[src/design/perspective_triangle_rasterizer_core_assert.svh]
// ----------------------------------------------------------------------------
// Assertion macros for the perspective triangle rasterizer
// Shared forms for the concurrent checks of the core.
// ----------------------------------------------------------------------------
`ifndef PERSPECTIVE_TRIANGLE_RASTERIZER_CORE_ASSERT_SVH
`define PERSPECTIVE_TRIANGLE_RASTERIZER_CORE_ASSERT_SVH

// Same-cycle implication, disabled while reset is asserted.
`define PTR_CHECK(label, clk, rst_n, ante, cons, msg) \
	label: assert property (@(posedge clk) disable iff (!rst_n) (ante) |-> (cons)) \
		else $error(msg);

// Next-cycle implication, disabled while reset is asserted.
`define PTR_CHECK_NEXT(label, clk, rst_n, ante, cons, msg) \
	label: assert property (@(posedge clk) disable iff (!rst_n) (ante) |=> (cons)) \
		else $error(msg);

`endif

[src/design/ptr_pkg.sv]
// ----------------------------------------------------------------------------
// ptr_pkg
// Types and constants shared by the rasterizer front end, queue and back end.
// ----------------------------------------------------------------------------
`default_nettype none

package ptr_pkg;

	// Projected coordinates: magnitudes stay below 2**25 for a SCREEN_SIZE up to 1024.
	localparam int COORD_W = 27;
	localparam int COUNT_W = 19;
	localparam int FIFO_DEPTH = 2;
	localparam int FIFO_PTR_W = 1;

	localparam logic [1:0] FUNC_DRAW  = 2'd0;
	localparam logic [1:0] FUNC_READ  = 2'd1;
	localparam logic [1:0] FUNC_CLEAR = 2'd2;

	typedef logic signed [COORD_W-1:0] coord_t;

	// Job kinds double as the result status codes.
	typedef enum logic [1:0] {
		CMD_DRAW   = 2'd0,
		CMD_REJECT = 2'd1,
		CMD_READ   = 2'd2,
		CMD_CLEAR  = 2'd3
	} cmd_kind_t;

	typedef struct packed {
		cmd_kind_t   kind;
		coord_t [2:0] pr;
		coord_t [2:0] pc;
		logic [8:0]  row;
		logic [2:0]  word;
	} job_t;

	typedef struct packed {
		logic               init;
		logic               done;
		cmd_kind_t          status;
		logic [COUNT_W-1:0] count;
		logic [63:0]        data;
	} bk_stat_t;

	typedef enum logic [2:0] {
		FE_IDLE,
		FE_LOAD,
		FE_DIV,
		FE_FIN,
		FE_PUSH
	} fe_state_t;

	typedef enum logic [3:0] {
		BK_INIT,
		BK_IDLE,
		BK_CLEAR,
		BK_READ,
		BK_READ_WAIT,
		BK_BOX,
		BK_SETUP,
		BK_ROW,
		BK_RD,
		BK_PIX,
		BK_WR,
		BK_MARK_RD,
		BK_MARK_WR
	} bk_state_t;

endpackage

`default_nettype wire

[src/design/ptr_fifo.sv]
// ----------------------------------------------------------------------------
// ptr_fifo
// Two-entry job queue between the front end and the back end.
// ----------------------------------------------------------------------------
`default_nettype none

module ptr_fifo (
	input  logic          clk,
	input  logic          arst_n,
	input  logic          push,
	input  ptr_pkg::job_t din,
	input  logic          pop,
	output ptr_pkg::job_t head,
	output logic          full,
	output logic          empty
);
	import ptr_pkg::*;

	job_t                  mem_q [FIFO_DEPTH];
	logic [FIFO_PTR_W-1:0] wr_q, rd_q;
	logic [FIFO_PTR_W:0]   cnt_q;

	assign full = (cnt_q == (FIFO_PTR_W+1)'(FIFO_DEPTH));
	assign empty = (cnt_q == '0);
	assign head = mem_q[rd_q];

	always_ff @(posedge clk or negedge arst_n) begin
		if (!arst_n) begin
			wr_q <= '0;
			rd_q <= '0;
			cnt_q <= '0;
		end else begin
			if (push)
				wr_q <= wr_q + 1'b1;
			if (pop)
				rd_q <= rd_q + 1'b1;
			if (push && !pop)
				cnt_q <= cnt_q + 1'b1;
			else if (pop && !push)
				cnt_q <= cnt_q - 1'b1;
		end
	end

	always_ff @(posedge clk) begin
		if (push)
			mem_q[wr_q] <= din;
	end

endmodule

`default_nettype wire

[config.mk]
export PLATFORM = sky130hd
export DESIGN_NAME = ptr_fifo
export DESIGN_NICKNAME = d
export VERILOG_FILES = /design/src/design/perspective_triangle_rasterizer_core_assert.svh /design/src/design/ptr_pkg.sv /design/src/design/ptr_fifo.sv
export SDC_FILE = /design/constraint.sdc
export NUM_CORES = 1
export LEC_CHECK = 0
export BUFFER_PORTS_ARGS = -buffer_cell sky130_fd_sc_hd__buf_2
export CELL_PAD_IN_SITES_DETAIL_PLACEMENT = 0
export CELL_PAD_IN_SITES_GLOBAL_PLACEMENT = 1
export CORE_MARGIN = 2
export CORE_UTILIZATION = 48
export DETAILED_ROUTE_END_ITERATION = 8
export MAX_ROUTING_LAYER = met4
export PLACE_DENSITY_LB_ADDON = 0.1
export SLEW_MARGIN = 15
export SYNTH_ARGS = -nofsm -noshare
export SYNTH_HDL_FRONTEND = slang
export SYNTH_SLANG_ARGS = --single-unit
[constraint.sdc]
create_clock -name clk -period 26.9 [get_ports clk]
set_input_delay 0 -clock clk [delete_from_list [all_inputs] [get_ports clk]]
set_output_delay 0 -clock clk [all_outputs]
set_load 0.01 [all_outputs]
## Word level (Yosys, flattened, before mapping)

Memories as Yosys holds them, arrays and structs flattened.
Index checks and enable logic that the tools add are counted.

- Bits in writable memories: 352
- Word-level logic and storage cells: 19
- Bits of input ports: 180
- Register bits after elaboration: 4
- Memories: 1
- Output and inout bits: 178

Memories:

| name | words | width | rd ports | clocked after memory_dff | wr ports | line | RTL |
|---|---|---|---|---|---|---|---|
| mem_q | 2 | 176 | 1 | 0 | 1 | ptr_fifo.sv:19 | `job_t mem_q [FIFO_DEPTH];` |

- Reduce and logical (&&, ||, !) cells: 6
- Muxes and demuxes: 4
- Add/sub/neg operators: 4
- Equal/unequal tests: 1

Operator list:

| kind | count |
|---|---|
| $mux 2 | 2 |
| $add 1x1->1 const B | 2 |
| $add 2x1->2 const B | 1 |
| $eq 2x2->1 const B | 1 |
| $logic_and 1x1->1 | 2 |
| $logic_not 1->1 | 2 |
| $logic_not 2->1 | 1 |
| $mux 1 | 2 |
| $reduce_bool 2->1 | 1 |
| $sub 2x1->2 const B | 1 |

## Longest topological paths before layout

Gate-level depths: netlist (run 1).

- Depth after elaboration: 4
- Mapped depth: 5
- Mapped depth without buffers: 5

## Least setup slack after synthesis (run 1)

Ideal clock, no wire load.

- Path type: flip-flop to flip-flop
- Start point: reg wr_q
- End point: mem mem_q[0][0] (netlist name), enable pin
- Library setup time: 736 ps
- Path slack: 17998 ps
- Data required time: 26164 ps
- Arrival time: 8167 ps
- Stages on the path, launching flop included: 2
- Cell sequence: dfrtp_1 nor2b_1

RTL lines:

| item | line | RTL |
|---|---|---|
| start: declaration | ptr_fifo.sv:20 | `logic [FIFO_PTR_W-1:0] wr_q, rd_q;` |
| start signal: assignment | ptr_fifo.sv:34 | `wr_q <= wr_q + 1'b1;` |
| end: declaration | ptr_fifo.sv:19 |  |

Straight into the memory's write port.

## Final worst setup path (run 1)

- Start point: reg wr_q
- End point: mem mem_q[0][164] (netlist name), enable pin

Straight into the memory's write port.

==> results of run 1 <==
==> worst max-delay path, stage by stage, from the launching register on <==
cell and delay [ns]:
dfrtp_1 0.43, nor2b_4 0.85, buf_4 0.93, buf_4 0.81
==> layer usage <==
metal  routed length, um  GRT usage, %
met1               10700          20.7
met2               14700          33.1
met3                1950          5.13
met4                 819          6.63
met5                   0             -
==> synthesized netlist by cell type <==
| master | count | area, sq um |
|---|---|---|
| and2_1 | 1 | 6.26 |
| buf_2 | 4 | 20.0 |
| buf_6 | 16 | 180 |
| dfrtp_1 | 4 | 100 |
| edfxtp_1 | 352 | 10600 |
| ha_1 | 1 | 12.5 |
| inv_1 | 1 | 3.75 |
| mux2_2 | 46 | 518 |
| mux2_4 | 130 | 1950 |
| nor2_1 | 2 | 7.51 |
| nor2b_1 | 2 | 12.5 |
| xnor2_1 | 1 | 8.76 |
| xor2_1 | 4 | 35.0 |
==> sequential cells by signal (all words and copies together) (netlist names) <==
register  count
mem_q       352
wr_q          1
rd_q          1
cnt_q         2
==> power breakdown <==
| part | internal (mW) | switching, mW | leakage, nW |
|---|---|---|---|
| registers | 0.738 | 0.0475 | 3.35 |
| clock network | 0.282 | 0.194 | 0.560 |
| logic | 0.283 | 0.266 | 3.49 |
| total | 1.30 | 0.508 | 7.40 |
==> repair_timing <==
action | CTS | global route
endpoints found under the setup margin | 0 | 0
endpoints found under the hold margin | 359 | 0
hold buffers | 180 | 0
gates resized for setup | 0 | 0
==> through the flow <==
stage,utilization (%),std cells
after CTS,67.0,1534
after floorplan,-,564
after global routing,67.0,1537
final,67.0,1537
after detailed placement,56.3,1285
after global placement,56.3,1285
==> final cells by class <==
type,count,area (sq um),area share [%]
diodes,3,7.51,0.0406
clock buffers,60,1110,5.98
clock inverters,9,43.8,0.237
inverters,1,3.75,0.0203
multi-input cells,187,2560,13.8
flip-flops and latches,356,10700,57.7
well taps,378,473,2.56
repair buffers,543,3630,19.6
==> path summary, 6_finish.rpt <==
kind                                from            end
worst max-delay path                wr_q  mem_q[0][164]
worst min-delay path            din[102]  mem_q[1][102]
worst max register to register      wr_q  mem_q[0][164]
worst min register to register  cnt_q[1]       cnt_q[1]
max in group asynchronous         arst_n           rd_q
min in group asynchronous         arst_n           wr_q
==> cell families after synthesis <==
kind of cell / after synthesis
DFF: 356
muxes: 176
buffers and inverters: 21
xor gates and xnor gates: 5
and+or+nand+nor: 5
adders and majority gates: 1
==> impl_metrics.tcl, run 1 <==
set metrics [dict create \
    status "completed" \
    max_cap_viol_count 0 \
    period_share_pct 13.1 \
    period_needed_ns 3.54 \
    path_class "register to register" \
    setup_ws_ns 23.36 \
    io_buffers 357 \
    cts_setup_buffers 0 \
    finalHoldViolations 0 \
    area_growth_pct 37.8 \
    dpl_cell_area_sq_um 15500 \
    p_per_area_nw_per_um2 97.9 \
    wirelength_um 28200 \
    worst_skew_pair.late_latency_ns 0.50 \
    ios 358 \
    slew_headroom_pct 27.4 \
    hp-class "input port to register" \
    die_x_um 171 \
    fin_area_sq_um 18500 \
    viasPerCell 4.73 \
    crit_required_ns 27.03 \
    synth-seq-cells 356 \
    core_sq_um 27600 \
    ant_nets 0 \
    setup_viol 0 \
    worst_hold_slack_ns 0.214 \
    whs_path_depth 2 \
    pre_cts_slack_ns 23.29 \
    leakage_nw 7.40 \
    cts_max_path_buffers 3 \
    rsz0062_at_grt "false" \
    grt_antenna_before_repair 3 \
    synth_nets 745 \
    maxSlewViolCount 0 \
    postSynthAreaPerCell_sq_um 23.8 \
    synthDistinctLibCells 13 \
    cts_root_buffer "clkbuf_16" \
    dr_total_vias 7270 \
    ys_warn_count 0 \
    drtPass1Iterations 4 \
    drive_gt1_share_pct 51.0 \
    tightestPinTransition_ns 1.09 \
    power_mw 1.81 \
    fillCellCount 1935 \
    clock-sinks 356 \
    synth_top_family_by_area "multiplexers" \
    drc 0 \
    layout.cells.most_common "buf_2" \
    crit_path_start_kind "register" \
    synth_simple_gate_area_share_pct 0.196 \
    first_iter_violations 489 \
    hpwl_um 17800 \
    die_height_um 171 \
    design.die.area_sq_um 29300 \
    grt_pass1_vias 7713 \
    yosys.area_share.adder_pct 0.0932 \
    finalWeightedCongestion 0.776 \
    cts_tree "yes" \
    cp.arrival_ns 3.66 \
    wl_per_cell_um 18.3 \
    rrSetupSlack_ns 23.36 \
    reg2reg_depth 3 \
    synth_area_sq_um 13400 \
    grt_start_max_net_pins 78 \
    htree_levels 2 \
    synth_compound_area_share_pct 0 \
    grt_overflow 0 \
    synth.area.mux_share_pct 18.4 \
    crit_path_end_kind "register" \
    fin_nets 1308 \
    path_clk_slew_ns 0.06 \
    timing.fmax_mhz 283 \
    synth-seq-area-share_pct 79.5 \
    crit_path_max_fanout 77 \
    initial_utilization_pct 48.6 \
    worst_clock_skew_ns 0.0110 \
    grt_pass1_wl_um 40600 \
    core.rowCount 61 \
    final_cell_mix "357 x buf_2, 352 x edfxtp_1, 180 x dlygate4sd3_1" \
    yosys.area_share.xor_xnor_pct 0.326 \
    cts_buffers 38 \
    track_usage_pct 18.9 \
    ir_drop_mv 0.0686 \
    synthCells 564 \
    tns_ns 0 \
]
No activity file was read; power rests on OpenSTA's default activity.
==> run 2: changes to the inputs <==
- CORE_UTILIZATION: 48 -> 40
- clock period: 26.9 -> 3.1 ns (I/O delays scaled with it)
==> impl_metrics.tcl, run 2 (synthesis results as in run 1) <==
set metrics [dict create \
    status "completed" \
    p_seq_share_pct 41.5 \
    cts_max_path_buffers 3 \
    path_class "register to output pin" \
    worst_hold_slack_ns 0.212 \
    power_mw 15.9 \
    grt_pass1_wl_um 42000 \
    grt_overflow 0 \
    path_buf_inv 2 \
    drive_gt1_share_pct 51.5 \
    combPwrFrac_pct 31.2 \
    instances_no_fill 1608 \
    fillCellCount 2630 \
    netSwitchingFraction_pct 27.6 \
    largest_register_ffs 352 \
    cts_buffers 39 \
    finish.utilization_pct 56.3 \
    multi_input_area_sq_um 2560 \
    whs_path_depth 2 \
    rsz0062_at_grt "false" \
    grt_antenna_before_repair 3 \
    leakage_nw 7.47 \
    setup_ws_ns 1.08 \
    p_clk_share_pct 27.4 \
    layout.cells.most_common "buf_2" \
    maxSlewViolCount 0 \
    timing.fmax_mhz 494 \
    dpl_cell_area_sq_um 15700 \
    grt_start_max_net_pins 102 \
    die_x_um 187 \
    p_int_mw 11.5 \
    wirelength_um 27500 \
    ios 358 \
    path_clk_slew_ns 0.06 \
    crit_family "buffers and inverters" \
    biggestRegsByFlops "mem_q (352), cnt_q (2)" \
    design.die.area_sq_um 35000 \
    period_share_pct 65.2 \
    io_buffers 357 \
    place_inst 1357 \
    worst_skew_pair.late_latency_ns 0.51 \
    first_iter_violations 307 \
    cp_slowest_cell "dfrtp_4" \
    tns_ns 0 \
    cts_root_buffer "clkbuf_16" \
    worstHoldEndpoint "mem_q[0][1]" \
    worst_clock_skew_ns 0.00632 \
    grt_pass1_vias 7852 \
    core_sq_um 33300 \
    period_needed_ns 2.02 \
    cts.repair.resized 0 \
    register_area_sq_um 10700 \
    crit_required_ns 3.10 \
    ant_nets 0 \
    setup_viol 0 \
    pre_cts_slack_ns 1.23 \
    rrSetupSlack_ns 1.28 \
    crit_path_cell_trace "buf_12 > mux2_2 > buf_2" \
    crit_path_start_kind "register" \
    track_usage_pct 15.8 \
    r2r_end "mem_q[1][16]" \
    drtPass1Iterations 4 \
    crit_path_end_kind "output pin" \
    hpwl_um 18000 \
    p_switching_mw 4.41 \
    wl_per_cell_um 17.1 \
    drc 0 \
    tightestPinTransition_ns 0.658 \
    cts_tree "yes" \
    reg2reg_depth 2 \
    ir_drop_mv 0.681 \
    fin_nets 1311 \
    cp.arrival_ns 2.02 \
    clock-sinks 356 \
    viasPerCell 4.44 \
    htree_levels 2 \
    final_cell_mix "357 x buf_2, 352 x edfxtp_1, 180 x dlygate4sd3_1" \
    slew_headroom_pct 56.1 \
    min-delay-start "din[1]" \
    r2r_start "wr_q" \
    cpPeakStageDelay_ns 0.44 \
    finalHoldViolations 0 \
    core.rowCount 67 \
    max_cap_viol_count 0 \
    crit_path_max_fanout 87 \
    finalWeightedCongestion 0.730 \
    area_growth_pct 39.7 \
    regMostFlops "mem_q" \
    initial_utilization_pct 40.3 \
    die_height_um 187 \
    fin_area_sq_um 18800 \
    hp-class "input port to register" \
    dr_total_vias 7132 \
    p_per_area_nw_per_um2 850 \
]
[run 2: cell types whose count changed in the layout (fill, tap and decap cells not counted), sizes merged]
| cell | change |
|---|---|
| clkinv | +5 |
| clkbuf | -10 |
| buf | +2 |
| bufinv | +3 |
| clkinvlp | +1 |
[run 2: how the worst max path moves through the flow]
stage	startpoint	end	slack [ns]	depth (start not counted)
finish	rd_q	head[146]	1.08	3
global placement	wr_q	mem_q[1][171]	1.28	2
global route	rd_q	head[146]	0.99	3
CTS	rd_q	head[9]	1.02	3
floorplan	wr_q	mem_q[0][0]	-0.36	1
detailed placement	wr_q	mem_q[1][171]	1.23	2
[run 2: what timing repair did]
| action | 4_1_cts | 5_1_grt |
|---|---|---|
| buffers inserted | 0 | 0 |
| hold endpoints to repair | 359 | 0 |
| hold buffers | 180 | 0 |
[run 2: area by class of cell]
type / instances / share of cell area, %
repair buffers: 545 / 19.9
well taps: 448 / 2.99
clock inverters: 18 / 0.847
clock buffers: 50 / 5.65
diodes: 3 / 0.0400
multi-input cells: 187 / 13.7
flip-flops and latches: 356 / 56.9
inverters: 1 / 0.0200
[run 2: worst register-to-register path, stage by stage (launching register included)]
cell     delay, ns
dfrtp_1       0.41
and2_4        0.57
buf_4         0.48
[run 2: power by group through the flow]
stage	combinational (mW)	clock (mW)	sequential, mW
2_1_floorplan	3.33	0	6.71
3_3_place_gp	4.84	0	6.66
3_5_place_dp	4.89	0	6.72
4_1_cts	5.09	4.50	6.62
5_1_grt	5.32	4.69	6.69
6_report	4.97	4.36	6.61
[run 2: routing by layer]
metal,GRT usage (%),up-vias,part of all wire (%)
met1,18.3,3463,41
met5,-,-,0
met3,4.22,41,6.4
met4,4.33,0,1.8
met2,27.3,233,51
li1,-,3395,-
