==> src/design/perspective_triangle_rasterizer_core_assert.svh <==
// ----------------------------------------------------------------------------
// Assertion macros for the perspective triangle rasterizer
// Shared forms for the concurrent checks of the core.
// ----------------------------------------------------------------------------
`ifndef PERSPECTIVE_TRIANGLE_RASTERIZER_CORE_ASSERT_SVH
`define PERSPECTIVE_TRIANGLE_RASTERIZER_CORE_ASSERT_SVH

// Same-cycle implication, disabled while reset is asserted.
`define PTR_CHECK(label, clk, rst_n, ante, cons, msg) \
	label: assert property (@(posedge clk) disable iff (!rst_n) (ante) |-> (cons)) \
		else $error(msg);

// Next-cycle implication, disabled while reset is asserted.
`define PTR_CHECK_NEXT(label, clk, rst_n, ante, cons, msg) \
	label: assert property (@(posedge clk) disable iff (!rst_n) (ante) |=> (cons)) \
		else $error(msg);

`endif

==> src/design/ptr_pkg.sv <==
// ----------------------------------------------------------------------------
// ptr_pkg
// Types and constants shared by the rasterizer front end, queue and back end.
// ----------------------------------------------------------------------------
`default_nettype none

package ptr_pkg;

	// Projected coordinates: magnitudes stay below 2**25 for a SCREEN_SIZE up to 1024.
	localparam int COORD_W = 27;
	localparam int COUNT_W = 19;
	localparam int FIFO_DEPTH = 2;
	localparam int FIFO_PTR_W = 1;

	localparam logic [1:0] FUNC_DRAW  = 2'd0;
	localparam logic [1:0] FUNC_READ  = 2'd1;
	localparam logic [1:0] FUNC_CLEAR = 2'd2;

	typedef logic signed [COORD_W-1:0] coord_t;

	// Job kinds double as the result status codes.
	typedef enum logic [1:0] {
		CMD_DRAW   = 2'd0,
		CMD_REJECT = 2'd1,
		CMD_READ   = 2'd2,
		CMD_CLEAR  = 2'd3
	} cmd_kind_t;

	typedef struct packed {
		cmd_kind_t   kind;
		coord_t [2:0] pr;
		coord_t [2:0] pc;
		logic [8:0]  row;
		logic [2:0]  word;
	} job_t;

	typedef struct packed {
		logic               init;
		logic               done;
		cmd_kind_t          status;
		logic [COUNT_W-1:0] count;
		logic [63:0]        data;
	} bk_stat_t;

	typedef enum logic [2:0] {
		FE_IDLE,
		FE_LOAD,
		FE_DIV,
		FE_FIN,
		FE_PUSH
	} fe_state_t;

	typedef enum logic [3:0] {
		BK_INIT,
		BK_IDLE,
		BK_CLEAR,
		BK_READ,
		BK_READ_WAIT,
		BK_BOX,
		BK_SETUP,
		BK_ROW,
		BK_RD,
		BK_PIX,
		BK_WR,
		BK_MARK_RD,
		BK_MARK_WR
	} bk_state_t;

endpackage

`default_nettype wire

==> src/design/ptr_front.sv <==
// ----------------------------------------------------------------------------
// ptr_front
// Takes commands, rejects triangles behind the eye and projects the vertices
// with a restoring divider, then queues a job for the back end.
// ----------------------------------------------------------------------------
`default_nettype none

module ptr_front #(
	parameter int SCREEN_SIZE = 512
) (
	input  logic                clk,
	input  logic                arst_n,
	input  logic                accept,
	input  logic [1:0]          func,
	input  logic signed [15:0]  v0_x,
	input  logic signed [15:0]  v0_y,
	input  logic signed [15:0]  v0_z,
	input  logic signed [15:0]  v1_x,
	input  logic signed [15:0]  v1_y,
	input  logic signed [15:0]  v1_z,
	input  logic signed [15:0]  v2_x,
	input  logic signed [15:0]  v2_y,
	input  logic signed [15:0]  v2_z,
	input  logic [8:0]          read_row,
	input  logic [2:0]          read_word,
	input  logic                fifo_full,
	output logic                push,
	output ptr_pkg::job_t       job,
	output logic                fe_busy
);
	import ptr_pkg::*;

	localparam int MAG_W = COORD_W - 1;

	fe_state_t state_q, state_d;
	logic signed [15:0] vx_q [3];
	logic signed [15:0] vy_q [3];
	logic signed [15:0] vz_q [3];
	logic [2:0]       job_q;
	logic             neg_q;
	logic [15:0]      den_q;
	logic [15:0]      rem_q;
	logic [MAG_W-1:0] quo_q;
	logic [4:0]       bit_q;
	coord_t           pr_q [3];
	coord_t           pc_q [3];
	cmd_kind_t        imm_kind;

	logic                reject;
	logic [1:0]          vk;
	logic signed [15:0]  sel_x, sel_lat;
	logic signed [16:0]  sum;
	logic signed [27:0]  num, num_abs;
	logic [16:0]         trial, diff;
	logic                ge;
	logic [COORD_W-1:0]  q_up;
	coord_t              coord;

	assign reject = (v0_x <= 16'sd0) || (v1_x <= 16'sd0) || (v2_x <= 16'sd0);
	assign vk = job_q[2:1];
	assign sel_x = vx_q[vk];
	assign sel_lat = job_q[0] ? vz_q[vk] : vy_q[vk];
	assign sum = 17'(sel_x) + 17'(sel_lat);
	assign num = 28'(sum) * 28'(SCREEN_SIZE);
	assign num_abs = num[27] ? -num : num;
	assign trial = {rem_q, quo_q[MAG_W-1]};
	assign diff = trial - {1'b0, den_q};
	assign ge = trial >= {1'b0, den_q};
	// Floor division: a negative quotient with a remainder rounds one further down.
	assign q_up = {1'b0, quo_q} + COORD_W'(rem_q != 16'd0);
	assign coord = neg_q ? -$signed(q_up) : $signed({1'b0, quo_q});
	assign fe_busy = (state_q != FE_IDLE);

	always_comb begin
		if (func == FUNC_DRAW)
			imm_kind = CMD_REJECT;
		else if (func == FUNC_CLEAR)
			imm_kind = CMD_CLEAR;
		else
			imm_kind = CMD_READ;
	end

	always_comb begin
		state_d = state_q;
		push = 1'b0;
		job.kind = imm_kind;
		job.row = read_row;
		job.word = read_word;
		for (int i = 0; i < 3; i++) begin
			job.pr[i] = pr_q[i];
			job.pc[i] = pc_q[i];
		end
		unique case (state_q)
			FE_IDLE: begin
				if (accept) begin
					if (func == FUNC_DRAW && !reject)
						state_d = FE_LOAD;
					else
						push = 1'b1;
				end
			end
			FE_LOAD: state_d = FE_DIV;
			FE_DIV: begin
				if (bit_q == 5'(MAG_W - 1))
					state_d = FE_FIN;
			end
			FE_FIN: state_d = (job_q == 3'd5) ? FE_PUSH : FE_LOAD;
			FE_PUSH: begin
				job.kind = CMD_DRAW;
				if (!fifo_full) begin
					push = 1'b1;
					state_d = FE_IDLE;
				end
			end
			default: state_d = FE_IDLE;
		endcase
	end

	always_ff @(posedge clk or negedge arst_n) begin
		if (!arst_n) begin
			state_q <= FE_IDLE;
			job_q <= '0;
			bit_q <= '0;
		end else begin
			state_q <= state_d;
			if (state_q == FE_IDLE)
				job_q <= '0;
			else if (state_q == FE_FIN)
				job_q <= job_q + 3'd1;
			if (state_q == FE_DIV)
				bit_q <= bit_q + 5'd1;
			else
				bit_q <= '0;
		end
	end

	always_ff @(posedge clk) begin
		if (state_q == FE_IDLE && accept) begin
			vx_q[0] <= v0_x; vy_q[0] <= v0_y; vz_q[0] <= v0_z;
			vx_q[1] <= v1_x; vy_q[1] <= v1_y; vz_q[1] <= v1_z;
			vx_q[2] <= v2_x; vy_q[2] <= v2_y; vz_q[2] <= v2_z;
		end
		if (state_q == FE_LOAD) begin
			neg_q <= num[27];
			quo_q <= num_abs[MAG_W-1:0];
			rem_q <= '0;
			den_q <= {sel_x[14:0], 1'b0};
		end
		if (state_q == FE_DIV) begin
			rem_q <= ge ? diff[15:0] : trial[15:0];
			quo_q <= {quo_q[MAG_W-2:0], ge};
		end
		if (state_q == FE_FIN) begin
			if (job_q[0])
				pc_q[vk] <= coord;
			else
				pr_q[vk] <= coord;
		end
	end

endmodule

`default_nettype wire

==> config.mk <==
export PLATFORM = sky130hd
export DESIGN_NAME = ptr_front
export DESIGN_NICKNAME = d
export VERILOG_FILES = /design/src/design/perspective_triangle_rasterizer_core_assert.svh /design/src/design/ptr_pkg.sv /design/src/design/ptr_front.sv
export SDC_FILE = /design/constraint.sdc
export NUM_CORES = 1
export LEC_CHECK = 0
export BUFFER_PORTS_ARGS = -buffer_cell sky130_fd_sc_hd__buf_2
export CAP_MARGIN = 20
export CORE_ASPECT_RATIO = 1.25
export CORE_MARGIN = 8
export CORE_UTILIZATION = 55
export CTS_CLUSTER_SIZE = 24
export DETAILED_ROUTE_END_ITERATION = 8
export PLACE_DENSITY = 0.87
export SLEW_MARGIN = 40
export SYNTH_ARGS = -nofsm -noshare
export SYNTH_HDL_FRONTEND = slang
export SYNTH_SLANG_ARGS = --single-unit
export TNS_END_PERCENT = 1
==> constraint.sdc <==
create_clock -name clk -period 5.95 [get_ports clk]
set_input_delay 0.2975 -clock clk [delete_from_list [all_inputs] [get_ports clk]]
set_output_delay 0.2975 -clock clk [all_outputs]
set_load 0.03 [all_outputs]
; ---- Yosys cells after proc, flatten, opt, wreduce, memory -nomap -nowiden
; Memories as Yosys holds them, arrays and structs flattened.
; Cells that the tools add are included.
[word_totals]
ff_bits = 69
latchBits = 0
mem_bits_rw = 306
mem_bits_ro = 0
out_inout_bits = 178
word_cells = 78
n_memories = 5
[op_classes]
add_sub_neg = 7
multipliers = 0
div = 0
order_cmp = 4
n_eq_ne = 11
shift = 0
muxes = 32
bitwise = 0
reduce_logical = 12
[mem_list]
columns = memory, words, word_bits, rd, rd_ports_with_merged_regs, write_ports, line
row1 = pc_q, 3, 27, 3, 0, 1, ptr_front.sv:46  ; coord_t pc_q [3];
row2 = pr_q, 3, 27, 3, 0, 1, ptr_front.sv:45  ; coord_t pr_q [3];
row3 = vx_q, 3, 16, 1, 0, 3, ptr_front.sv:36  ; logic signed [15:0] vx_q [3];
row4 = vy_q, 3, 16, 1, 0, 3, ptr_front.sv:37  ; logic signed [15:0] vy_q [3];
row5 = vz_q, 3, 16, 1, 0, 3, ptr_front.sv:38  ; logic signed [15:0] vz_q [3];
[op_table]
columns = cell, n
row1 = 2-to-1 mux 26 bit, 3
row2 = 2-to-1 mux 16 bit, 4
row3 = less-or-equal comparator 16 x 1 -> 1 bit (second input constant), 3
row4 = adder 26 x 1 -> 27 bit, 1
row5 = 2-to-1 mux 27 bit, 1
row6 = negator 27 bit, 1
row7 = negator 26 bit, 1
row8 = 2-to-1 mux 3 bit, 7
row9 = adder 16 x 16 -> 17 bit, 1
row10 = greater-or-equal comparator 17 x 16 -> 1 bit, 1
row11 = nonzero test 16 bit, 1
row12 = subtractor 16 bit, 1
row13 = one-hot mux 3 bit (5 select lines), 1
row14 = 2-to-1 mux 1 bit, 12
row15 = != test 2 bit (second input constant), 4
row16 = == test 3 x 2 -> 1 bit (second input constant), 2
row17 = == test 3 bit (second input constant), 2
row18 = adder 5 x 1 -> 5 bit (second input constant), 1
row19 = == test 5 bit (second input constant), 1
row20 = 2-to-1 mux 5 bit, 1
row21 = 2-to-1 mux 2 bit, 2
row22 = AND reduction 4 bit, 1
row23 = nonzero test 2 bit, 2
row24 = adder 3 x 1 -> 3 bit (second input constant), 1
row25 = 9 further kinds, 11

; ---- Logic depth before layout (Yosys ltp)
; Gate-level depths: netlist (run 1).
[depth]
word_depth = 8
mapped_depth = 18

; ---- Worst setup path before layout (run 1)
; OpenSTA, ideal clock, no wires.
[synth_timing]
path_type = reg2out
from = register state_q[1]
to = output port push
t_arrival_ps = 4748
required_time_ps = 5653
setup_slack_ps = 905
path_stages_with_launch = 5
path_buffers = 1
path_cell_list = dfrtp_1 clkbuf_1 nor3_1 and2_1 a22o_1
[synth_via]
elab_chain_len = 2
elab_cells_between_ends = 3
classes_between = 1 x eq/ne / 1 x mux / 1 x reduce/logical
[synth_lines]
columns = element, line
row1 = from (decl), ptr_front.sv:35  ; fe_state_t state_q, state_d;
row2 = from (signal assigned), ptr_front.sv:125  ; state_q <= state_d;
row3 = == test 3 bit or logical NOT 3 bit (tied branches), ptr_front.sv:93  ; unique case (state_q)
row4 = one-hot mux 1 bit (2 select lines) *, ptr_front.sv:93
row5 = to (decl), ptr_front.sv:27  ; output logic push,
; Every way passes the cells marked *; elsewhere a longest branch is shown, timed or not.

; ---- Worst setup path after layout (run 1)
[layout_timing]
from = register job_q[1]
to = register quo_q[24] (data pin)
[layout_via]
elab_cells_between_ends = 9
classes_between = 2 x add/sub / 4 x mux / 3 x memory
[layout_lines]
columns = element, line
row1 = from (decl), ptr_front.sv:39  ; logic [2:0] job_q;
row2 = from (signal assigned), ptr_front.sv:129  ; job_q <= job_q + 3'd1;
row3 = memory (3 x 16 bit) *, n/a
row4 = named net sel_x[0], ptr_front.sv:51  ; logic signed [15:0] sel_x, sel_lat;
row5 = adder 16 x 16 -> 17 bit *, ptr_front.sv:63  ; assign sum = 17'(sel_x) + 17'(sel_lat);
row6 = negator 26 bit, ptr_front.sv:65  ; assign num_abs = num[27] ? -num : num;
row7 = 2-to-1 mux 26 bit *, ptr_front.sv:65
row8 = 2-to-1 mux 26 bit *, ptr_front.sv:143  ; if (state_q == FE_LOAD) begin
row9 = 2-to-1 mux 26 bit *, ptr_front.sv:149  ; if (state_q == FE_DIV) begin
row10 = to (signal assigned), ptr_front.sv:145  ; quo_q <= num_abs[MAG_W-1:0];
row11 = to (signal assigned), ptr_front.sv:151  ; quo_q <= {quo_q[MAG_W-2:0], ge};
row12 = to (decl), ptr_front.sv:43  ; logic [MAG_W-1:0] quo_q;
; The timed path passes the listed nets; every way through them passes the cells marked *. The select of a mux whose other input is x is not followed.
; A chain may end at the register's enable or synchronous reset.

==> results.md, run 1 <==
* Outcome: complete, no violations
* FF+latch area at 11200 um^2
* Die H at 212 um
* Top_reg_cell synth: edfxtp_1
* Netlist cell types at 75
* Final setup viols at 0
* Clock-pin slew on the worst setup and hold paths at 70 ps
* Leak pwr at 8.40 nW
* Post-synth top area share at 64.9%
* Max-Cap Viols at 0
* Tot Pwr at 12.1 mW
* CP required at 6190 ps
* TritonCTS Buffers at 36
* Maximum clock path buffer count at 3
* Post-DP HPWL at 28800 um
* R2R Path Start: job_q[1]$_DFFE_PN0P_
* Sw frac at 39.4%
* Crit path cell chain: buf_4 > mux2i_1 > o21ai_0 > ha_1 > fa_1 > a211oi_2 > nor4b_1 > nand4b_1 > nor4_1 > nand4_1 > o31ai_1 > xnor2_1 > a21oi_1
* Final Max Tran Viols at 0
* Gr usage total at 25.0%
* Seq/Total Area, Yosys at 66.6%
* Die Wd at 172 um
* Arrival time of the worst setup path at 5000 ps
* Initial antenna violation count at 0
* Skew final at 37.1 ps
* Die Area at 36500 um^2
* Hold depth at 3
* Synth area leader: edfxtp_1
* FILL cells at 1893
* Router iterations before antenna repair at 5
* NetSw at 4.78 mW
* Multi-input logic area at 5160 um^2
* Critical R2R Capture: quo_q[24]$_DFFE_PP_
* # DRC at 0
* Asr flop ratio synth at 2.93%
* Initial core utilization at 55.9%
* Mapped cell area at 16800 um^2
* Reg2reg path depth at 13
* Hold/Removal Path Class: input pin to flip-flop
* Hold path start: accept
* Routed wire length at 46600 um
* Syn_area_per_cell at 13.8 um^2
* CTS hold repair buffers at 146
* Worst-skew pair later-pin latency at 550 ps
* Worst-path fanout max at 29
* Worst Hold Endpoint: state_q[0]$_DFFE_PN0P_
* Grt ovf at 0
* I/O pin count at 340
* Via-to-Cell Ratio at 5.75
* Top cells by area, synth: edfxtp_1 (65%), ha_1 (4.8%), mux2i_1 (2.7%), nor2_1 (2.2%), a21oi_1 (2.2%)
* Clk sinks at 375
* FF-to-FF setup slack at 1190 ps
* Share of cells above drive strength 1 at 25.1%
* Power Dens Cells at 565 nW/um^2
* Post-route clock period utilization at 80.0%
* Postcts setup bufs at 0
* Worst slew margin at 39.4%
* First-pass GRT wire length at 69600 um
* CP Class: flip-flop to flip-flop
* Synth Register Bits at 375
* Worst-margin pin slew at 900 ps
* Root Buffer: clkbuf_16
* Seq pwr share at 36.5%
* Logic pwr share at 44.9%
* Final nets at 1916
* Largest net degree at the start of global routing at 71
* DRT antenna net count at 0
* Core area at 30100 um^2
* # port buffers at 315
* Setup TNS at 0 ps
* Delay-heaviest family, CP: simple AND/OR/NAND/NOR gates
* Synth Net Count at 1450
* Per-cell routed wire length at 22.0 um
* Peak VDD IR at 432 uV
* CTS H-tree depth at 2
* Startpoint Class: flip-flop
* Internal power at 7.36 mW
* F_max at 0.210 GHz
* Post-synth EDFFs at 364
* # resized after CTS at 0
* Clk pwr share at 18.6%
* Core Rows at 71
* CP Buf/Inv Count at 1
* RSZ-0062 raised after global routing: no
* YS warnings at 0
* Final hold viol count at 0
* Final Critical Period at 4760 ps
* DRT iter0 DRCs at 1045
* Peak per-stage delay on the critical path at 620 ps
* Number of global-route vias before repair at 12.2k
* GP Congestion at 0.883
* CTS tree: done
* Slowest cell on crit path: dfrtp_2
* Vias at 12.2k
* Worst Setup End Kind: flip-flop
* Layout area overhead at 27.6%
* Synthesized instance count at 1222
[final cells by class]
type / instances / area share, %
clock inverters: 22 / 0.938
diodes: 1 / 0.0117
flip-flops and latches: 375 / 52.2
inverters: 72 / 1.26
multi-input cells: 725 / 24.0
well taps: 401 / 2.34
clock buffers: 41 / 4.38
repair buffers: 478 / 14.8
[worst max path at each step]
| stage | endpoint | cells past startpoint | startpoint |
|---|---|---|---|
| detailed placement | quo_q[24]$_DFFE_PP_ | 13 | job_q[0]$_DFFE_PN0P_ |
| floorplan | push | 4 | state_q[1]$_DFFE_PN0P_ |
| global route | quo_q[24]$_DFFE_PP_ | 13 | job_q[1]$_DFFE_PN0P_ |
| finish | quo_q[24]$_DFFE_PP_ | 13 | job_q[1]$_DFFE_PN0P_ |
| CTS | quo_q[24]$_DFFE_PP_ | 13 | job_q[0]$_DFFE_PN0P_ |
| global placement | quo_q[24]$_DFFE_PP_ | 13 | job_q[1]$_DFFE_PN0P_ |
[stage by stage]
| stage | area (um^2) | util [%] | worst slack (ps) | hold WS, ps | std cells |
|---|---|---|---|---|---|
| final | 21500 | 71.3 | 1190 | 119 | 2115 |
| after global routing | 21500 | 71.3 | 859 | 129 | 2114 |
| after CTS | 21500 | 71.3 | 1400 | 74.8 | 2114 |
| after detailed placement | 18900 | 62.6 | 1430 | 197 | 1905 |
| after global placement | 18800 | 62.5 | 1500 | 195 | 1904 |
| after floorplan | 16800 | - | 905 | 1.91 | 1222 |
[cells in the final DEF, fill, tap and decap left out, drive strengths merged, types with 4 or more instances in the layout]
| cell type | n |
|---|---|
| nor3 | 21 |
| nor2 | 100 |
| a211oi | 11 |
| clkbuf | 41 |
| edfxtp | 364 |
| ha | 64 |
| mux4 | 16 |
| nand3 | 13 |
| and3 | 13 |
| dlygate4sd3 | 146 |
| o211ai | 15 |
| o21ai | 64 |
| o21bai | 5 |
| nand4 | 12 |
| and2 | 8 |
| inv | 77 |
| a21oi | 74 |
| or2 | 8 |
| nor2b | 4 |
| mux2i | 46 |
| a21o | 16 |
| xor2 | 18 |
| or3 | 11 |
| xnor2 | 21 |
| a211o | 6 |
| dfrtp | 11 |
| a311oi | 5 |
| o31ai | 4 |
| buf | 332 |
| o21a | 12 |
| a31oi | 6 |
| nand2b | 5 |
| nor4 | 22 |
| nand2 | 73 |
| clkinv | 12 |
[worst reg2reg max path, delay by kind of cell (launching register included)]
family	cells	cell delay (ps)
adder cells (fa/ha/maj)	2	760
AO/OA/AOI/OAI	4	980
flip-flops	1	620
XOR/XNOR	1	160
buffers and inverters	1	520
multiplexers	1	240
AND/OR/NAND/NOR	4	1180
[flip-flops by register name, summed over array words and instances (netlist names), 5 cells and up]
signal	cells
den_q	15
vy_q	48
bit_q	5
vx_q	48
rem_q	16
vz_q	48
pc_q	81
quo_q	26
pr_q	81
[Yosys cell counts, drive strengths merged (12+ instances only)]
cell / n
nand2: 73
nand3: 13
nor2: 100
o211ai: 15
nor4: 22
o21a: 12
a21oi: 74
ha: 64
clkbuf: 34
edfxtp: 364
a21o: 16
xor2: 18
and3: 13
o21ai: 64
buf: 16
nor3: 21
mux2i: 46
xnor2: 21
nand4: 12
mux4: 16
inv: 72
[power groups by stage]
stage | combinational, mW | sequential, mW | clock (mW)
after floorplan | 3.94 | 4.48 | 0
after global placement | 5.08 | 4.42 | 0
after detailed placement | 5.24 | 4.45 | 0
after CTS | 5.36 | 4.40 | 2.24
after global routing | 6.01 | 4.48 | 2.38
final | 5.45 | 4.43 | 2.25
[per-layer routing]
| layer | vias to the layer above | GRT usage, % | share of wire, % |
|---|---|---|---|
| met1 | 5739 | 28.6 | 36 |
| li1 | 5571 | - | - |
| met3 | 154 | 5.44 | 8.9 |
| met5 | - | 0 | 0 |
| met2 | 692 | 43.6 | 49 |
| met4 | 0 | 12.5 | 5.3 |
[cells by family (layout without fill, tap and decap cells)]
group           count (synthesis)  count (layout)  share of synthesized area, %
buf+inv                       122             613                          3.00
mux                            63              63                          4.94
compound gates                250             250                          9.60
flops                         375             375                          66.6
simple gates                  307             307                          8.85
other cells                     0               1                             0
fa+ha+maj                      66              66                          5.00
xor+xnor                       39              39                          2.03
Power figures use the tool's default switching activity.
==> inputs of run 2 (changes only) <==
clock period = 4.69 ns   (was 5.95 ns; I/O delays follow)
==> results.md, run 2 (same netlist as run 1, synthesis figures left out) <==
* Outcome: complete, no violations
* Crit path cell chain: buf_4 > mux4_2 > nor2_1 > a21oi_1 > fa_1 > a211oi_2 > nor4b_1 > nand4b_1 > nor4_1 > nand4_1 > o31ai_1 > xnor2_1 > a21oi_1
* CTS H-tree depth at 2
* Grt ovf at 0
* CP Class: flip-flop to flip-flop
* Startpoint Class: flip-flop
* GP Congestion at 0.900
* Largest net degree at the start of global routing at 78
* Worst-margin pin slew at 853 ps
* Arrival time of the worst setup path at 4470 ps
* Worst Slack Setup Final at 468 ps
* # DRC at 0
* Grt met2 use at 42.2%
* Cell mode on critical path: a21oi_1
* Tot Pwr at 15.5 mW
* I/O pin count at 340
* Peak per-stage delay on the critical path at 540 ps
* Sw frac at 39.3%
* Commonest non-fill, non-tap cell in the layout: edfxtp_1
* Most used routing layer: met2
* TritonCTS Buffers at 36
* Seq pwr share at 35.7%
* RSZ-0062 raised after global routing: no
* CP Buf/Inv Count at 1
* Final hold viol count at 0
* Post-route clock period utilization at 90.0%
* Crit path launch: job_q[1]$_DFFE_PN0P_
* Router iterations before antenna repair at 5
* Gr usage total at 24.2%
* Leak pwr at 8.43 nW
* Critical R2R Capture: quo_q[24]$_DFFE_PP_
* Final nets at 1922
* Die H at 212 um
* Worst slack, placed at 559 ps
* Root Buffer: clkbuf_16
* First-pass GRT wire length at 68100 um
* # resized after CTS at 0
* Final setup viols at 0
* CTS tree: done
* Share of cells above drive strength 1 at 25.5%
* Worst Setup End Kind: flip-flop
* Vias at 12.3k
* DRT antenna net count at 0
* Final Max Tran Viols at 0
* DRT iter0 DRCs at 955
* CP required at 4940 ps
* Setup TNS at 0 ps
* Delay-heaviest family, CP: simple AND/OR/NAND/NOR gates
* Final Critical Period at 4220 ps
* Routed wire length at 45500 um
* Clk sinks at 375
* Peak VDD IR at 418 uV
* Setup crit end: quo_q[24]$_DFFE_PP_
* Via-to-Cell Ratio at 5.79
* NetSw at 6.10 mW
* Per-cell routed wire length at 21.4 um
* CTS hold repair buffers at 146
* FF-to-FF setup slack at 470 ps
* Post-DP HPWL at 28800 um
* Maximum clock path buffer count at 3
* Core Rows at 71
* Crit path depth at 13
* Clock-pin slew on the worst setup and hold paths at 60 ps
* Met3 Track Usage GR at 5.18%
* Initial antenna violation count at 1
* Met1 Use GR at 27.5%
* Skew final at 31.1 ps
* Most frequent cells in the layout: edfxtp_1 (364), buf_2 (315), dlygate4sd3_1 (146)
* # port buffers at 315
* Largest regs: pc_q x81, pr_q x81
* Reg2reg path depth at 13
* Number of global-route vias before repair at 12.3k
* Core area at 30100 um^2
* F_max at 0.237 GHz
* Dpl cells at 1910
* Fin cells at 2123
* Worst slew margin at 42.6%
* Worst-skew pair later-pin latency at 540 ps
* Die Wd at 172 um
* Initial core utilization at 55.9%
* FILL cells at 1851
* Slowest cell on crit path: mux4_2
* Clk pwr share at 18.6%
* Layout area overhead at 28.1%
* Hold/Removal Path Class: input pin to flip-flop
* Logic pwr share at 45.7%
* Postcts setup bufs at 0
* Internal power at 9.43 mW
* Worst-path fanout max at 9
* Die Area at 36500 um^2
* Max-Cap Viols at 0
* Power Dens Cells at 720 nW/um^2
* R2R Path Start: job_q[1]$_DFFE_PN0P_
==> run 2: cell count changes in the layout (fill, tap and decap cells not counted), moves of 2 or more <==
cell        delta
dfrtp_4        -2
buf_12         +2
dfrtp_2        +2
clkbuf_1       -2
buf_4          +5
clkinv_1       +3
clkinvlp_4     +3
==> run 2: per-stage QoR <==
stage | cell area (um^2) | hold WS (ps) | util, %
3_3_place_gp | 18900 | 132 | 62.8
3_5_place_dp | 18900 | 136 | 62.8
4_1_cts | 21500 | 38.1 | 71.5
5_1_grt | 21600 | 78.9 | 71.6
6_report | 21600 | 62.3 | 71.6
2_1_floorplan | 16800 | -61.1 | -
==> run 2: area by class of cell <==
type / instances / area [um^2] / area share (%)
inverters: 72 / 270 / 1.25
multi-input cells: 725 / 5160 / 23.9
repair buffers: 484 / 3250 / 15.1
well taps: 401 / 502 / 2.33
diodes: 1 / 2.50 / 0.0116
clock inverters: 26 / 235 / 1.09
clock buffers: 39 / 933 / 4.33
flip-flops and latches: 375 / 11200 / 52.0
==> run 2: tightest hold or removal path: stages <==
cell,delay [ps]
buf_2,110
a21oi_1,140
nor3_1,60
==> run 2: how the worst min path moves through the flow <==
stage | slack (ps) | start | endpoint | cells after the start
after global routing | 80 | accept | state_q[0]$_DFFE_PN0P_ | 3
after floorplan | -60 | arst_n | bit_q[0]$_DFF_PN0_ | 0
after detailed placement | 140 | arst_n | bit_q[1]$_DFF_PN0_ | 1
after CTS | 40 | accept | state_q[0]$_DFFE_PN0P_ | 3
after global placement | 130 | arst_n | state_q[0]$_DFFE_PN0P_ | 1
final | 60 | accept | state_q[0]$_DFFE_PN0P_ | 3
==> run 2: per-layer routing <==
layer | routed length [um] | up-vias
met5 | 0 | -
met4 | 2260 | 0
met3 | 4110 | 152
met2 | 22600 | 684
met1 | 16600 | 5879
li1 | - | 5578
==> run 2: power by group through the flow <==
| stage | Clock [mW] | Combinational, mW | Sequential, mW |
|---|---|---|---|
| 2_1_floorplan | 0 | 5.00 | 5.66 |
| 3_3_place_gp | 0 | 6.59 | 5.54 |
| 3_5_place_dp | 0 | 6.80 | 5.58 |
| 4_1_cts | 2.89 | 6.95 | 5.52 |
| 5_1_grt | 3.04 | 7.81 | 5.60 |
| 6_report | 2.89 | 7.09 | 5.54 |
==> inputs of run 3 (changes only) <==
CORE_ASPECT_RATIO = 0.5   (was 1.25)
==> results.md, run 3 (same netlist as run 1, synthesis figures left out) <==
* Final Critical Period at 4500 ps
* I/O pin count at 340
* CTS H-tree depth at 2
* Via-to-Cell Ratio at 5.94
* Skew final at 42.2 ps
* Arrival time of the worst setup path at 4780 ps
* Cell mode on critical path: a21oi_1
* DRT antenna net count at 0
* FF-to-FF setup slack at 190 ps
* Number of global-route vias before repair at 12.6k
* Final setup viols at 0
* GP Congestion at 0.946
* Most frequent cells in the layout: edfxtp_1 (364), buf_2 (315), dlygate4sd3_1 (147)
* Initial core utilization at 55.7%
* Power Dens Cells at 728 nW/um^2
* DP Area at 18900 um^2
* Seq pwr share at 35.8%
* Final Max Tran Viols at 0
* Largest net degree at the start of global routing at 110
* Grt met2 use at 44.1%
* Final nets at 1919
* Final hold viol count at 0
* Startpoint Class: flip-flop
* Clock-pin slew on the worst setup and hold paths at 80 ps
* Post-DP HPWL at 30500 um
* Worst-margin pin slew at 819 ps
* CTS tree: done
* Die Area at 36800 um^2
* TritonCTS Buffers at 35
* Router iterations before antenna repair at 6
* Core Rows at 45
* # port buffers at 315
* Final Cell Area at 21500 um^2
* Slowest cell on crit path: nor4_1
* Grt ovf at 0
* Vias at 12.6k
* Worst Setup End Kind: flip-flop
* Core area at 30200 um^2
* Internal power at 9.37 mW
* Postcts setup bufs at 0
* Outcome: complete, no violations
* FILL cells at 1878
* Die H at 140 um
* Initial antenna violation count at 4
* Delay-heaviest family, CP: simple AND/OR/NAND/NOR gates
* Per-cell routed wire length at 23.4 um
* CP required at 4970 ps
* F_max at 0.222 GHz
* Crit path cell chain: mux4_2 > nor2_1 > a21oi_1 > ha_1 > fa_1 > a211oi_4 > nor4b_1 > nand4b_1 > nor4_1 > nand4_1 > o31ai_1 > xnor2_1 > a21oi_1
* Worst slew margin at 45.4%
* Worst-skew pair later-pin latency at 560 ps
* Max-Cap Viols at 0
* Layout area overhead at 27.8%
* Logic pwr share at 45.9%
* Setup TNS at 0 ps
* DRT iter0 DRCs at 1328
* Routed wire length at 49500 um
* Share of cells above drive strength 1 at 25.1%
* Met1 Use GR at 30.1%
* # DRC at 0
* CP Buf/Inv Count at 0
* Worst-path fanout max at 8
* Peak VDD IR at 409 uV
* RSZ-0062 raised after global routing: no
* Hold/Removal Path Class: input pin to asynchronous set/reset pin
* Post-route clock period utilization at 95.9%
* Clk sinks at 375
* First-pass GRT wire length at 73400 um
* Tot Pwr at 15.7 mW
* Largest regs: pc_q x81, pr_q x81
* Sw frac at 40.2%
* Commonest non-fill, non-tap cell in the layout: edfxtp_1
* Met3 Track Usage GR at 6.33%
* Root Buffer: clkbuf_16
* Peak per-stage delay on the critical path at 640 ps
* Leak pwr at 8.41 nW
* Most used routing layer: met2
* CP Class: flip-flop to flip-flop
* Gr usage total at 25.7%
* Die Wd at 263 um
* NetSw at 6.30 mW
* Clk pwr share at 18.3%
* Maximum clock path buffer count at 3
[run 3: per-stage QoR]
step                      cells  worst slack (ps)  utilization, %  hold slack [ps]
final                      2117               192            71.2              112
after global routing       2116              1.63            71.2              137
after CTS                  2112               261            71.0              101
after detailed placement   1906               310            62.5              139
after global placement     1906               458            62.5              140
after floorplan            1222               190               -            -61.1
[run 3: power by group through the flow]
stage | Combinational (mW) | Clock [mW] | Sequential, mW
floorplan | 5.00 | 0 | 5.66
global placement | 6.54 | 0 | 5.59
detailed placement | 6.77 | 0 | 5.63
CTS | 6.95 | 2.84 | 5.57
global route | 7.85 | 3.04 | 5.65
finish | 7.19 | 2.87 | 5.61
[run 3: worst paths after layout]
path / startpoint / to / depth (start not counted)
setup / recovery: job_q[1]$_DFFE_PN0P_ / quo_q[24]$_DFFE_PP_ / 13
hold / removal: arst_n / job_q[2]$_DFFE_PN0P_ / 2
setup reg to reg: job_q[1]$_DFFE_PN0P_ / quo_q[24]$_DFFE_PP_ / 13
hold reg to reg: bit_q[0]$_DFF_PN0_ / bit_q[0]$_DFF_PN0_ / 1
max in group asynchronous: arst_n / job_q[0]$_DFFE_PN0P_ / 2
min in group clk: v0_z[5] / vz_q[0][5]$_DFFE_PP_ / 2
[run 3: per-layer routing]
| layer | vias up | wire [um] |
|---|---|---|
| li1 | 5591 | - |
| met1 | 6013 | 18200 |
| met2 | 780 | 24500 |
| met3 | 182 | 4180 |
| met4 | 0 | 2580 |
| met5 | - | 0 |
[run 3: what timing repair did]
item | 4_1_cts | 5_1_grt
gates resized for setup | 0 | 4
endpoints found under the setup margin | 0 | 4
hold endpoints to repair | 157 | 0
hold buffers | 147 | 0
[run 3: worst register-to-register path, cell delays in order, from the launching register on]
cell and delay (ps):
dfrtp_2 540, mux4_2 540, nor2_1 90, a21oi_1 60, ha_1 260, fa_1 480, a211oi_4 400, nor4b_1 100
nand4b_1 290, nor4_1 640, nand4_1 280, o31ai_1 320, xnor2_1 160, a21oi_1 80
[run 3: final cells by class]
type                            instances  area, um^2  share of cell area, %
Multi-Input combinational cell        725        5190                   24.1
Timing Repair Buffer                  482        3230                   15.0
Inverter                               72         270                   1.26
Sequential cell                       375       11200                   52.1
Clock buffer                           39         912                   4.24
Clock inverter                         20         199                  0.925
Tap cell                              399         499                   2.32
Antenna cell                            5        12.5                 0.0582
